[config.mk]
export PLATFORM = sky130hd
export DESIGN_NAME = hall_odometry_speed_filter_core_flat
export DESIGN_NICKNAME = d
export VERILOG_FILES = /design/src/design/hos_pkg.sv /design/src/design/hos_if.sv /design/src/design/hall_odometry_speed_filter_core.sv /design/src/design/hos_scale_mul.sv /design/src/design/hos_rate_div.sv /design/src/design/hos_iir_filter.sv /design/src/flat_wrapper.sv
export SDC_FILE = /design/constraint.sdc
export NUM_CORES = 2
export LEC_CHECK = 0
export BUFFER_PORTS_ARGS = -buffer_cell sky130_fd_sc_hd__clkbuf_2
export CAP_MARGIN = 20
export CORE_ASPECT_RATIO = 0.7
export CORE_UTILIZATION = 55
export DETAILED_ROUTE_END_ITERATION = 8
export GPL_ROUTABILITY_DRIVEN = 0
export PLACE_DENSITY_LB_ADDON = 0.2
export SYNTH_ARGS = -nofsm -noshare
export SYNTH_HDL_FRONTEND = slang
export SYNTH_SLANG_ARGS = --single-unit
[constraint.sdc]
create_clock -name clk_i -period 5.5 [get_ports clk_i]
set_input_delay 1.1 -clock clk_i [delete_from_list [all_inputs] [get_ports clk_i]]
set_output_delay 1.1 -clock clk_i [all_outputs]
set_load 0.02 [all_outputs]
[src/design/hos_pkg.sv]
// ----------------------------------------------------------------------------
// hos_pkg: shared types and constants of the hall odometry speed filter
// Widths, command and register codes, reset values and the fixed scale
// factors used by the serial arithmetic units.
// ----------------------------------------------------------------------------
package hos_pkg;

  localparam int POSITION_WIDTH = 32;
  localparam int SPEED_WIDTH    = 24;

  localparam int CMD_W      = 3;
  localparam int ELAPSED_W  = 24;
  localparam int CPR_W      = 12;
  localparam int COEF_W     = 15;
  localparam int CFG_IDX_W  = 2;
  localparam int CFG_DATA_W = 15;

  localparam int OUT_POS_W   = 32;
  localparam int OUT_SPEED_W = 24;

  // rpm in Q4: 60 s * 1e6 us * 16
  localparam int                  SCALE_W   = 30;
  localparam logic [SCALE_W-1:0]  RPM_SCALE = SCALE_W'(960000000);

  localparam int NUM_W = POSITION_WIDTH + SCALE_W;
  localparam int DEN_W = ELAPSED_W + CPR_W;
  localparam int QUO_W = SPEED_WIDTH + 1;
  localparam int SUM_W = SPEED_WIDTH + 1;
  localparam int ACC_W = SPEED_WIDTH + 3;

  localparam int MUL_CNT_W  = $clog2(SCALE_W);
  localparam int DIV_CNT_W  = $clog2(NUM_W);
  localparam int FILT_CNT_W = $clog2(COEF_W);

  localparam logic [QUO_W-1:0] QUO_CAP = QUO_W'(1) << (SPEED_WIDTH - 1);

  localparam logic signed [SPEED_WIDTH-1:0] SPEED_MAX =
    SPEED_WIDTH'((64'd1 << (SPEED_WIDTH - 1)) - 64'd1);
  localparam logic signed [ACC_W-1:0] ACC_SPEED_MAX =
    ACC_W'((64'd1 << (SPEED_WIDTH - 1)) - 64'd1);
  localparam logic signed [ACC_W-1:0] ACC_SPEED_MIN = -ACC_SPEED_MAX - ACC_W'(1);

  localparam logic [CPR_W-1:0]  CPR_RESET      = CPR_W'(600);
  localparam logic [COEF_W-1:0] FB_COEF_RESET  = COEF_W'(27984);
  localparam logic [COEF_W-1:0] IN_COEF_RESET  = COEF_W'(2386);

  typedef enum logic [CMD_W-1:0] {
    CMD_HALL_A = 3'd0,
    CMD_HALL_B = 3'd1,
    CMD_HALL_C = 3'd2,
    CMD_PULSE  = 3'd3,
    CMD_SAMPLE = 3'd4
  } hos_cmd_e;

  typedef enum logic [CFG_IDX_W-1:0] {
    CFG_COUNTS_PER_REV = 2'd0,
    CFG_FEEDBACK_COEF  = 2'd1,
    CFG_INPUT_COEF     = 2'd2
  } hos_cfg_idx_e;

  typedef struct packed {
    logic [CPR_W-1:0]  counts_per_rev;
    logic [COEF_W-1:0] feedback_coef;
    logic [COEF_W-1:0] input_coef;
  } hos_cfg_t;

endpackage

[src/design/hos_if.sv]
// ----------------------------------------------------------------------------
// hos_in_if / hos_out_if: valid-ready channels of the odometry block
// Event transactions in, odometry and speed transactions out.
// ----------------------------------------------------------------------------
interface hos_in_if;
  import hos_pkg::*;

  logic                 valid;
  logic                 ready;
  logic [CMD_W-1:0]     command;
  logic [ELAPSED_W-1:0] elapsed_us;

  modport source (output valid, command, elapsed_us, input ready);
  modport sink   (input valid, command, elapsed_us, output ready);
endinterface

interface hos_out_if;
  import hos_pkg::*;

  logic                          valid;
  logic                          ready;
  logic signed [OUT_POS_W-1:0]   position;
  logic                          direction;
  logic signed [OUT_SPEED_W-1:0] raw_speed;
  logic signed [OUT_SPEED_W-1:0] filtered_speed;

  modport source (output valid, position, direction, raw_speed, filtered_speed,
                  input ready);
  modport sink   (input valid, position, direction, raw_speed, filtered_speed,
                  output ready);
endinterface

[src/design/hall_odometry_speed_filter_core.sv]
// ----------------------------------------------------------------------------
// hall_odometry_speed_filter_core: hall odometry with low-pass speed filter
// Tracks hall levels, direction and pulse position; on a sample tick turns
// the position change into signed Q4 rpm and filters it.
// ----------------------------------------------------------------------------
// Every transaction returns one result carrying position, direction and the
// raw and filtered speeds after the update. Hall, pulse and unused commands
// load the result register as they are accepted and may follow each other
// every cycle while the result register drains. A speed sample runs through
// a shift-add multiplier, a restoring divider producing one quotient bit per
// cycle and a serial filter, then hands its result to the result register;
// the divider dominates. No new transaction is taken during a sample.
// Configuration writes are expected only while the block is idle.
module hall_odometry_speed_filter_core (
  input  logic                              clk_i,
  input  logic                              rst_ni,
  hos_in_if.sink                            in_i,
  hos_out_if.source                         out_o,
  input  logic                              cfg_we_i,
  input  logic [hos_pkg::CFG_IDX_W-1:0]     cfg_idx_i,
  input  logic [hos_pkg::CFG_DATA_W-1:0]    cfg_data_i
);
  import hos_pkg::*;

  typedef enum logic [4:0] {
    ST_IDLE = 5'b00001,
    ST_MUL  = 5'b00010,
    ST_DIV  = 5'b00100,
    ST_FILT = 5'b01000,
    ST_DONE = 5'b10000
  } hos_state_e;

  hos_state_e                    state_q;
  hos_cfg_t                      cfg_q;

  logic                          hall_a_q, hall_b_q, hall_c_q, dir_q;
  logic                          hall_a_d, hall_b_d, hall_c_d, dir_d;
  logic [POSITION_WIDTH-1:0]     pulse_q, pulse_d, last_q;
  logic signed [SPEED_WIDTH-1:0] filt_q, prev_q, raw_q, raw_d;
  logic                          neg_q, zero_q;

  logic [POSITION_WIDTH-1:0]     diff, mag_d;
  logic signed [SUM_W-1:0]       sum_d;

  logic                          in_fire, out_free, is_sample;
  logic                          mul_start, mul_done, div_done, filt_done;
  logic [NUM_W-1:0]              num;
  logic [DEN_W-1:0]              den;
  logic [SPEED_WIDTH-1:0]        quo;
  logic signed [SPEED_WIDTH-1:0] filt_res;

  logic                          out_valid_q, out_valid_d, out_load;
  logic signed [OUT_POS_W-1:0]   out_pos_q;
  logic                          out_dir_q;
  logic signed [OUT_SPEED_W-1:0] out_raw_q, out_filt_q;

  assign out_free   = !out_valid_q || out_o.ready;
  assign in_i.ready = (state_q == ST_IDLE) && out_free;
  assign in_fire    = in_i.valid && in_i.ready;
  assign is_sample  = hos_cmd_e'(in_i.command) == CMD_SAMPLE;
  assign mul_start  = in_fire && is_sample;

  // load a new result, else drop the held one once it is taken
  assign out_load    = (in_fire && !is_sample) || ((state_q == ST_DONE) && out_free);
  assign out_valid_d = out_load || (out_valid_q && !out_o.ready);

  assign diff  = pulse_q - last_q;
  assign mag_d = diff[POSITION_WIDTH-1] ? (~diff + POSITION_WIDTH'(1)) : diff;

  // event decode
  always_comb begin
    hall_a_d = hall_a_q;
    hall_b_d = hall_b_q;
    hall_c_d = hall_c_q;
    dir_d    = dir_q;
    pulse_d  = pulse_q;
    case (hos_cmd_e'(in_i.command))
      CMD_HALL_A: begin
        hall_a_d = ~hall_a_q;
        if (!hall_a_q && hall_c_q) dir_d = 1'b1;
      end
      CMD_HALL_B: hall_b_d = ~hall_b_q;
      CMD_HALL_C: begin
        hall_c_d = ~hall_c_q;
        if (!hall_c_q && hall_a_q) dir_d = 1'b0;
      end
      CMD_PULSE: pulse_d = dir_q ? pulse_q + POSITION_WIDTH'(1)
                                 : pulse_q - POSITION_WIDTH'(1);
      default: ;
    endcase
  end

  // signed raw speed from the capped quotient
  always_comb begin
    if (zero_q) begin
      raw_d = '0;
    end else if (neg_q) begin
      raw_d = $signed(-quo);
    end else if (quo[SPEED_WIDTH-1]) begin
      raw_d = SPEED_MAX;
    end else begin
      raw_d = $signed(quo);
    end
  end

  assign sum_d = SUM_W'(raw_d) + SUM_W'(prev_q);

  hos_scale_mul u_mul (
    .clk_i     (clk_i),
    .rst_ni    (rst_ni),
    .start_i   (mul_start),
    .mag_i     (mag_d),
    .elapsed_i (in_i.elapsed_us),
    .cfg_i     (cfg_q),
    .done_o    (mul_done),
    .num_o     (num),
    .den_o     (den)
  );

  hos_rate_div u_div (
    .clk_i   (clk_i),
    .rst_ni  (rst_ni),
    .start_i (mul_done && (state_q == ST_MUL)),
    .num_i   (num),
    .den_i   (den),
    .done_o  (div_done),
    .quo_o   (quo)
  );

  hos_iir_filter u_filt (
    .clk_i    (clk_i),
    .rst_ni   (rst_ni),
    .start_i  (div_done && (state_q == ST_DIV)),
    .cfg_i    (cfg_q),
    .filt_i   (filt_q),
    .sum_i    (sum_d),
    .done_o   (filt_done),
    .result_o (filt_res)
  );

  always_ff @(posedge clk_i or negedge rst_ni) begin
    if (!rst_ni) begin
      cfg_q.counts_per_rev <= CPR_RESET;
      cfg_q.feedback_coef  <= FB_COEF_RESET;
      cfg_q.input_coef     <= IN_COEF_RESET;
    end else if (cfg_we_i) begin
      case (hos_cfg_idx_e'(cfg_idx_i))
        CFG_COUNTS_PER_REV: cfg_q.counts_per_rev <= cfg_data_i[CPR_W-1:0];
        CFG_FEEDBACK_COEF:  cfg_q.feedback_coef  <= cfg_data_i[COEF_W-1:0];
        CFG_INPUT_COEF:     cfg_q.input_coef     <= cfg_data_i[COEF_W-1:0];
        default: ;
      endcase
    end
  end

  always_ff @(posedge clk_i or negedge rst_ni) begin
    if (!rst_ni) begin
      state_q     <= ST_IDLE;
      hall_a_q    <= 1'b0;
      hall_b_q    <= 1'b0;
      hall_c_q    <= 1'b0;
      dir_q       <= 1'b0;
      pulse_q     <= '0;
      last_q      <= '0;
      filt_q      <= '0;
      prev_q      <= '0;
      out_valid_q <= 1'b0;
    end else begin
      out_valid_q <= out_valid_d;
      case (state_q)
        ST_IDLE: begin
          if (in_fire) begin
            hall_a_q <= hall_a_d;
            hall_b_q <= hall_b_d;
            hall_c_q <= hall_c_d;
            dir_q    <= dir_d;
            pulse_q  <= pulse_d;
            if (is_sample) begin
              last_q  <= pulse_q;
              state_q <= ST_MUL;
            end
          end
        end
        ST_MUL:  if (mul_done)  state_q <= ST_DIV;
        ST_DIV:  if (div_done)  state_q <= ST_FILT;
        ST_FILT: if (filt_done) state_q <= ST_DONE;
        ST_DONE: begin
          // hold the sample result until the output register is free
          if (out_free) begin
            filt_q  <= filt_res;
            prev_q  <= raw_q;
            state_q <= ST_IDLE;
          end
        end
        default: state_q <= ST_IDLE;
      endcase
    end
  end

  always_ff @(posedge clk_i) begin
    if (mul_start) begin
      neg_q  <= diff[POSITION_WIDTH-1];
      zero_q <= diff == '0;
    end
    if (div_done && (state_q == ST_DIV)) begin
      raw_q <= raw_d;
    end
    if (in_fire && !is_sample) begin
      out_pos_q  <= OUT_POS_W'($signed(pulse_d));
      out_dir_q  <= dir_d;
      out_raw_q  <= OUT_SPEED_W'(prev_q);
      out_filt_q <= OUT_SPEED_W'(filt_q);
    end else if ((state_q == ST_DONE) && out_free) begin
      out_pos_q  <= OUT_POS_W'($signed(pulse_q));
      out_dir_q  <= dir_q;
      out_raw_q  <= OUT_SPEED_W'(raw_q);
      out_filt_q <= OUT_SPEED_W'(filt_res);
    end
  end

  assign out_o.valid          = out_valid_q;
  assign out_o.position       = out_pos_q;
  assign out_o.direction      = out_dir_q;
  assign out_o.raw_speed      = out_raw_q;
  assign out_o.filtered_speed = out_filt_q;

endmodule

[src/design/hos_scale_mul.sv]
// ----------------------------------------------------------------------------
// hos_scale_mul: serial shift-add multiplier pair
// Forms |dpos| * rpm scale and elapsed_us * counts_per_rev, one multiplier
// bit per cycle, for the speed division.
// ----------------------------------------------------------------------------
module hos_scale_mul (
  input  logic                                clk_i,
  input  logic                                rst_ni,
  input  logic                                start_i,
  input  logic [hos_pkg::POSITION_WIDTH-1:0]  mag_i,
  input  logic [hos_pkg::ELAPSED_W-1:0]       elapsed_i,
  input  hos_pkg::hos_cfg_t                   cfg_i,
  output logic                                done_o,
  output logic [hos_pkg::NUM_W-1:0]           num_o,
  output logic [hos_pkg::DEN_W-1:0]           den_o
);
  import hos_pkg::*;

  logic                      busy_q;
  logic                      done_q;
  logic [MUL_CNT_W-1:0]      cnt_q;
  logic [NUM_W-1:0]          num_q;
  logic [DEN_W-1:0]          den_q;
  logic [POSITION_WIDTH-1:0] mag_q;
  logic [ELAPSED_W-1:0]      el_q;
  logic [POSITION_WIDTH:0]   num_sum;
  logic [ELAPSED_W:0]        den_sum;

  // add the multiplicand into the high half when the low bit is set, then shift
  assign num_sum = {1'b0, num_q[NUM_W-1:SCALE_W]} + (num_q[0] ? {1'b0, mag_q} : '0);
  assign den_sum = {1'b0, den_q[DEN_W-1:CPR_W]} + (den_q[0] ? {1'b0, el_q} : '0);

  always_ff @(posedge clk_i or negedge rst_ni) begin
    if (!rst_ni) begin
      busy_q <= 1'b0;
      done_q <= 1'b0;
      cnt_q  <= '0;
    end else begin
      done_q <= 1'b0;
      if (start_i) begin
        busy_q <= 1'b1;
        cnt_q  <= '0;
      end else if (busy_q) begin
        cnt_q <= cnt_q + MUL_CNT_W'(1);
        if (cnt_q == MUL_CNT_W'(SCALE_W - 1)) begin
          busy_q <= 1'b0;
          done_q <= 1'b1;
        end
      end
    end
  end

  always_ff @(posedge clk_i) begin
    if (start_i) begin
      num_q <= {POSITION_WIDTH'(0), RPM_SCALE};
      den_q <= {ELAPSED_W'(0), cfg_i.counts_per_rev};
      mag_q <= mag_i;
      el_q  <= elapsed_i;
    end else if (busy_q) begin
      num_q <= {num_sum, num_q[SCALE_W-1:1]};
      // the shorter product finishes early: hold it
      if (cnt_q < MUL_CNT_W'(CPR_W)) begin
        den_q <= {den_sum, den_q[CPR_W-1:1]};
      end
    end
  end

  assign done_o = done_q;
  assign num_o  = num_q;
  assign den_o  = den_q;

endmodule

[src/design/hos_rate_div.sv]
// ----------------------------------------------------------------------------
// hos_rate_div: restoring divider for the rpm quotient
// One quotient bit per cycle; the quotient is capped one above the largest
// positive speed.
// ----------------------------------------------------------------------------
module hos_rate_div (
  input  logic                             clk_i,
  input  logic                             rst_ni,
  input  logic                             start_i,
  input  logic [hos_pkg::NUM_W-1:0]        num_i,
  input  logic [hos_pkg::DEN_W-1:0]        den_i,
  output logic                             done_o,
  output logic [hos_pkg::SPEED_WIDTH-1:0]  quo_o
);
  import hos_pkg::*;

  logic                 busy_q;
  logic                 done_q;
  logic [DIV_CNT_W-1:0] cnt_q;
  logic [NUM_W-1:0]     num_q;
  logic [DEN_W-1:0]     den_q;
  logic [DEN_W-1:0]     rem_q;
  logic [QUO_W-1:0]     quo_q;
  logic                 ovf_q;
  logic [DEN_W:0]       rem_sh;
  logic [DEN_W:0]       rem_diff;
  logic                 ge;

  assign rem_sh   = {rem_q, num_q[NUM_W-1]};
  assign ge       = rem_sh >= {1'b0, den_q};
  assign rem_diff = rem_sh - {1'b0, den_q};

  always_ff @(posedge clk_i or negedge rst_ni) begin
    if (!rst_ni) begin
      busy_q <= 1'b0;
      done_q <= 1'b0;
      cnt_q  <= '0;
    end else begin
      done_q <= 1'b0;
      if (start_i) begin
        busy_q <= 1'b1;
        cnt_q  <= '0;
      end else if (busy_q) begin
        cnt_q <= cnt_q + DIV_CNT_W'(1);
        if (cnt_q == DIV_CNT_W'(NUM_W - 1)) begin
          busy_q <= 1'b0;
          done_q <= 1'b1;
        end
      end
    end
  end

  always_ff @(posedge clk_i) begin
    if (start_i) begin
      num_q <= num_i;
      den_q <= den_i;
      rem_q <= '0;
      quo_q <= '0;
      ovf_q <= 1'b0;
    end else if (busy_q) begin
      num_q <= {num_q[NUM_W-2:0], 1'b0};
      rem_q <= ge ? rem_diff[DEN_W-1:0] : rem_sh[DEN_W-1:0];
      quo_q <= {quo_q[QUO_W-2:0], ge};
      // a bit shifted out of the top means the quotient is far beyond the cap
      ovf_q <= ovf_q | quo_q[QUO_W-1];
    end
  end

  assign done_o = done_q;
  assign quo_o  = (ovf_q || (quo_q > QUO_CAP)) ? QUO_CAP[SPEED_WIDTH-1:0]
                                               : quo_q[SPEED_WIDTH-1:0];

endmodule

[src/design/hos_iir_filter.sv]
// ----------------------------------------------------------------------------
// hos_iir_filter: serial first-order low-pass on the speed
// Scans both Q0.15 coefficients one bit per cycle, then rounds half up and
// saturates to the speed width.
// ----------------------------------------------------------------------------
module hos_iir_filter (
  input  logic                                   clk_i,
  input  logic                                   rst_ni,
  input  logic                                   start_i,
  input  hos_pkg::hos_cfg_t                      cfg_i,
  input  logic signed [hos_pkg::SPEED_WIDTH-1:0] filt_i,
  input  logic signed [hos_pkg::SUM_W-1:0]       sum_i,
  output logic                                   done_o,
  output logic signed [hos_pkg::SPEED_WIDTH-1:0] result_o
);
  import hos_pkg::*;

  logic                          busy_q;
  logic                          done_q;
  logic [FILT_CNT_W-1:0]         cnt_q;
  logic [COEF_W-1:0]             fb_q;
  logic [COEF_W-1:0]             ic_q;
  logic signed [SPEED_WIDTH-1:0] filt_q;
  logic signed [SUM_W-1:0]       sum_q;
  logic signed [ACC_W-1:0]       hi_q;
  logic                          round_q;
  logic signed [ACC_W:0]         step_sum;
  logic signed [ACC_W-1:0]       rounded;

  // partial products enter at the top; the low bits drop off, only the last
  // one decides rounding
  assign step_sum = (ACC_W+1)'(hi_q)
                  + (fb_q[0] ? (ACC_W+1)'(filt_q) : '0)
                  + (ic_q[0] ? (ACC_W+1)'(sum_q)  : '0);

  always_ff @(posedge clk_i or negedge rst_ni) begin
    if (!rst_ni) begin
      busy_q <= 1'b0;
      done_q <= 1'b0;
      cnt_q  <= '0;
    end else begin
      done_q <= 1'b0;
      if (start_i) begin
        busy_q <= 1'b1;
        cnt_q  <= '0;
      end else if (busy_q) begin
        cnt_q <= cnt_q + FILT_CNT_W'(1);
        if (cnt_q == FILT_CNT_W'(COEF_W - 1)) begin
          busy_q <= 1'b0;
          done_q <= 1'b1;
        end
      end
    end
  end

  always_ff @(posedge clk_i) begin
    if (start_i) begin
      fb_q    <= cfg_i.feedback_coef;
      ic_q    <= cfg_i.input_coef;
      filt_q  <= filt_i;
      sum_q   <= sum_i;
      hi_q    <= '0;
      round_q <= 1'b0;
    end else if (busy_q) begin
      fb_q    <= {1'b0, fb_q[COEF_W-1:1]};
      ic_q    <= {1'b0, ic_q[COEF_W-1:1]};
      hi_q    <= step_sum[ACC_W:1];
      round_q <= step_sum[0];
    end
  end

  assign rounded = hi_q + ACC_W'(round_q);

  always_comb begin
    if (rounded > ACC_SPEED_MAX) begin
      result_o = ACC_SPEED_MAX[SPEED_WIDTH-1:0];
    end else if (rounded < ACC_SPEED_MIN) begin
      result_o = ACC_SPEED_MIN[SPEED_WIDTH-1:0];
    end else begin
      result_o = rounded[SPEED_WIDTH-1:0];
    end
  end

  assign done_o = done_q;

endmodule
[src/flat_wrapper.sv]
// flat-port wrapper written by rule: the top's interface ports become plain ports
module hall_odometry_speed_filter_core_flat import hos_pkg::*;
  (clk_i, rst_ni, cfg_we_i, cfg_idx_i, cfg_data_i, in_i_valid, in_i_command, in_i_elapsed_us, in_i_ready, out_o_valid, out_o_position, out_o_direction, out_o_raw_speed, out_o_filtered_speed, out_o_ready);
  hos_in_if in_i_i ();
  hos_out_if out_o_i ();
  input  logic clk_i;
  input  logic rst_ni;
  input  logic cfg_we_i;
  input  logic [hos_pkg::CFG_IDX_W-1:0] cfg_idx_i;
  input  logic [hos_pkg::CFG_DATA_W-1:0] cfg_data_i;
  input wire logic [$bits(in_i_i.valid)-1:0] in_i_valid;
  input wire logic [$bits(in_i_i.command)-1:0] in_i_command;
  input wire logic [$bits(in_i_i.elapsed_us)-1:0] in_i_elapsed_us;
  output wire logic [$bits(in_i_i.ready)-1:0] in_i_ready;
  output wire logic [$bits(out_o_i.valid)-1:0] out_o_valid;
  output wire logic [$bits(out_o_i.position)-1:0] out_o_position;
  output wire logic [$bits(out_o_i.direction)-1:0] out_o_direction;
  output wire logic [$bits(out_o_i.raw_speed)-1:0] out_o_raw_speed;
  output wire logic [$bits(out_o_i.filtered_speed)-1:0] out_o_filtered_speed;
  input wire logic [$bits(out_o_i.ready)-1:0] out_o_ready;
  assign in_i_i.valid = in_i_valid;
  assign in_i_i.command = in_i_command;
  assign in_i_i.elapsed_us = in_i_elapsed_us;
  assign in_i_ready = in_i_i.ready;
  assign out_o_valid = out_o_i.valid;
  assign out_o_position = out_o_i.position;
  assign out_o_direction = out_o_i.direction;
  assign out_o_raw_speed = out_o_i.raw_speed;
  assign out_o_filtered_speed = out_o_i.filtered_speed;
  assign out_o_i.ready = out_o_ready;
  hall_odometry_speed_filter_core u_core (.clk_i(clk_i), .rst_ni(rst_ni), .in_i(in_i_i), .out_o(out_o_i), .cfg_we_i(cfg_we_i), .cfg_idx_i(cfg_idx_i), .cfg_data_i(cfg_data_i));
endmodule
==> metrics.md <==
| Metric | Value |
|---|---|
| Period utilization | 95.7% |
| Yosys warns | 0 |
| Initial DRT Pass Iterations | 5 |
| Worst slack, placed | -90.5 ps |
| All-Layer GR Usage | 23.8% |
| Max FO, Critical Path | 5 |
| Final number of setup-violating endpoints | 0 |
| Max-cap viol count | 0 |
| Total gr overflow | 0 |
| Nets | 4388 |
| Post-Synthesis Cells | 3984 |
| Actual slew at the worst max-slew pin | 954 ps |
| Iter 0 DRT Violations | 1999 |
| Clock skew | 28.7 ps |
| Cts bufs inserted | 74 |
| Peak Freq | 0.190 GHz |
| Vias | 28700 |
| Register area | 18700 µm² |
| Initial core utilization | 56.0% |
| Core box area | 70200 µm² |
| Diode count | 0 |
| TritonCTS clock tree | yes |
| Final core occ | 62.1% |
| Count of cell types in the netlist | 87 |
| #FFs+latches synth | 712 |
| First-pass GRT wire length | 141000 µm |
| Clock Tree Buf Depth | 3 |
| DRC | 0 |
| Syn Area/Cell | 9.87 µm² |
| Worst Hold Class | flop to flop |
| Die footprint | 72600 µm² |
| Most common cell after layout, fill and taps aside | nand2_1 |
| Clock transition at path regs | 60 ps |
| Pwr/cell area | 487 nW/µm² |
| Area Overhead vs Synth | 10.9% |
| Seq/Total Area, Yosys | 47.6% |
| FP Rows | 81 |
| Static leakage | 19.0 nW |
| H-tree levels | 3 |
| Later-pin clock latency in the skew report | 630 ps |
| ANT nets after route | 0 |
| Die height | 226 µm |
| Slew HR | 36.3% |
| Post-synth EDFFs | 352 |
| Placed insts | 4967 |
| DP Wirelength | 58800 µm |
| Hold Fails Final Rpt | 0 |
| Final Non-Filler Cells | 5106 |
| CTS sink count | 712 |
| Layout fillers | 5822 |
| Initial antenna violation count | 0 |
| Multi-input gate area | 19600 µm² |
| Post-synthesis instance area | 39300 µm² |
| I/O pins | 132 |
| Total Power | 21.3 mW |
| Final WS setup | 238 ps |
| Total wire length | 86000 µm |
| Routed wire per std cell | 16.8 µm |
| Share of layout cells above drive strength 1 | 11.9% |
| Largest net degree at the start of global routing | 103 |
| Asr flop ratio synth | 25.8% |
| Status | finished, final reports clean |
| Post-synth net total | 4280 |
| Max-slew violation count | 0 |
| Vias per cell | 5.62 |
| Arr. time, crit path | 5640 ps |
| Vias in the first global route | 27300 |
| Synth Flop Type | edfxtp_1 |
| Peak VDD IR | 0.000319 V |
| Root Buffer | clkbuf_16 |
| Port bufs | 131 |
| Final worst path period need | 5260 ps |
| Most frequent cells in the layout | nand2_1, edfxtp_1, nor2_1, o21ai_0, a21oi_1 |
| Setup crit start kind | flop |
| WP data required | 5880 ps |
| WS Path Type | flop to flop |
| Setup crit end kind | flop |
| Die X | 322 µm |
metrics by stage:
stage | setup TNS [ps] | instance area, µm² | hold slack (ps)
final | 0 | 43600 | 456
after CTS | 0 | 43500 | 451
after detailed placement | -134 | 41100 | 440
after floorplan | 0 | 39300 | 426
after global placement | 0 | 41100 | 436
after global routing | -21.9 | 43600 | 476
repair_timing:
item	4_1_cts	5_1_grt
hold buffers	0	0
setup buffers	0	2
endpoints found under the setup margin	2	5
gates resized for setup	2	14
pin swaps	0	5
power breakdown:
group / internal [mW] / switching, mW
sequential: 6.97 / 0.709
combinational: 3.61 / 4.96
clock: 2.87 / 2.13
cell usage after synthesis, types with 8 or more instances:
master / n / area [µm²]
nand2_1: 700 / 2630
edfxtp_1: 352 / 10600
nor2_1: 270 / 1010
o21ai_0: 267 / 1340
a21oi_1: 237 / 1190
ha_1: 213 / 2670
dfxtp_1: 176 / 3520
dfrtp_1: 167 / 4180
xnor2_1: 145 / 1270
inv_1: 142 / 533
clkbuf_1: 137 / 514
mux2_2: 118 / 1330
and2_1: 113 / 707
mux2i_1: 112 / 1120
xor2_1: 94 / 823
a21o_1: 93 / 698
nand3_1: 64 / 320
nor3_1: 51 / 255
fa_1: 34 / 681
nor2b_1: 32 / 200
nand2b_1: 31 / 194
o21a_1: 31 / 233
a211oi_1: 29 / 218
o21bai_1: 29 / 218
and3_1: 28 / 175
or3_1: 28 / 175
nand4_1: 24 / 150
o31ai_1: 20 / 150
a31oi_1: 19 / 119
dfstp_2: 17 / 447
buf_1: 11 / 41.3
nor3b_1: 11 / 82.6
or2_2: 11 / 68.8
nor4_1: 10 / 62.6
o211ai_1: 10 / 75.1
nand3b_1: 9 / 67.6
a41oi_1: 8 / 70.1
state kept, by name (all words and copies together), names as in the netlist, 15 cells and up:
| signal | count |
|---|---|
| u_core.out_o.filtered_speed | 24 |
| u_core.u_filt.filt_q | 24 |
| u_core.u_mul.den_o | 36 |
| u_core.pulse_q | 32 |
| u_core.u_div.quo_q | 25 |
| u_core.u_mul.el_q | 24 |
| u_core.u_div.rem_q | 36 |
| u_core.prev_q | 24 |
| u_core.u_div.den_q | 36 |
| u_core.u_div.num_q | 62 |
| u_core.raw_q | 24 |
| u_core.u_filt.sum_q | 25 |
| u_core.u_mul.mag_q | 32 |
| u_core.u_mul.num_o | 62 |
| u_core.last_q | 32 |
| u_core.out_o.raw_speed | 24 |
| u_core.filt_q | 24 |
| u_core.u_filt.fb_q | 15 |
| u_core.u_filt.ic_q | 15 |
| u_core.u_filt.hi_q | 27 |
| u_core.cfg_q | 42 |
| u_core.out_o.position | 32 |
kinds of logic (layout without fill, tap and decap cells):
| logic type | count (synthesis) | after routing | synth area share, % |
|---|---|---|---|
| and+or+nand+nor | 1406 | 1406 | 16.1 |
| AOI/OAI and AO/OA | 848 | 848 | 13.4 |
| DFF | 712 | 712 | 47.6 |
| buffers and inverters | 302 | 470 | 2.91 |
| adders and majority gates | 247 | 247 | 8.51 |
| xor gates and xnor gates | 239 | 239 | 5.32 |
| muxes | 230 | 230 | 6.23 |
layer usage:
layer  vias up  GRT usage, %  part of all wire (%)
met2       600          35.9                    43
met5         -             0                     0
li1      14300             -                     -
met4         0          6.18                   2.0
met3       119          3.71                   4.8
met1     13700          35.5                    50
worst paths after layout:
kind	endpoint	cells past startpoint	slack (ps)	from
worst max-delay path	u_core.u_filt.sum_q[23]	22	240	u_core.u_div.quo_q[0]
worst min-delay path	u_core.u_div.den_q[11]	0	460	u_core.u_mul.den_o[11]
worst max register to register	u_core.u_filt.sum_q[23]	22	240	u_core.u_div.quo_q[0]
worst min register to register	u_core.u_div.den_q[11]	0	460	u_core.u_mul.den_o[11]
max in group asynchronous	u_core.pulse_q[4]	2	3850	rst_ni
min in group asynchronous	u_core.cfg_q[5]	1	590	rst_ni
layout make-up:
| class | instances | share of cell area, % |
|---|---|---|
| flip-flops and latches | 712 | 42.9 |
| well taps | 954 | 2.74 |
| repair buffers | 187 | 2.66 |
| clock inverters | 29 | 0.531 |
| multi-input cells | 2970 | 44.9 |
| clock buffers | 107 | 4.93 |
| inverters | 147 | 1.29 |
worst max-delay path, cell delays in order (launching register included):
cell       delay [ps]
dfxtp_1           300
or3_1             410
or3_4             420
nor3_2            140
a31oi_2           140
nor2_2            230
nand2_1           110
ha_1              280
nor2_1             40
or3_1             360
inv_1             100
ha_1              230
a21o_1            170
a21oi_1           180
o211ai_1          120
a31o_2            280
a21oi_2           190
o21ai_1           150
o221a_2           360
o41ai_4           360
o2111ai_1         170
a21oi_1           190
xnor2_1            70
Power figures use the tool's default switching activity.
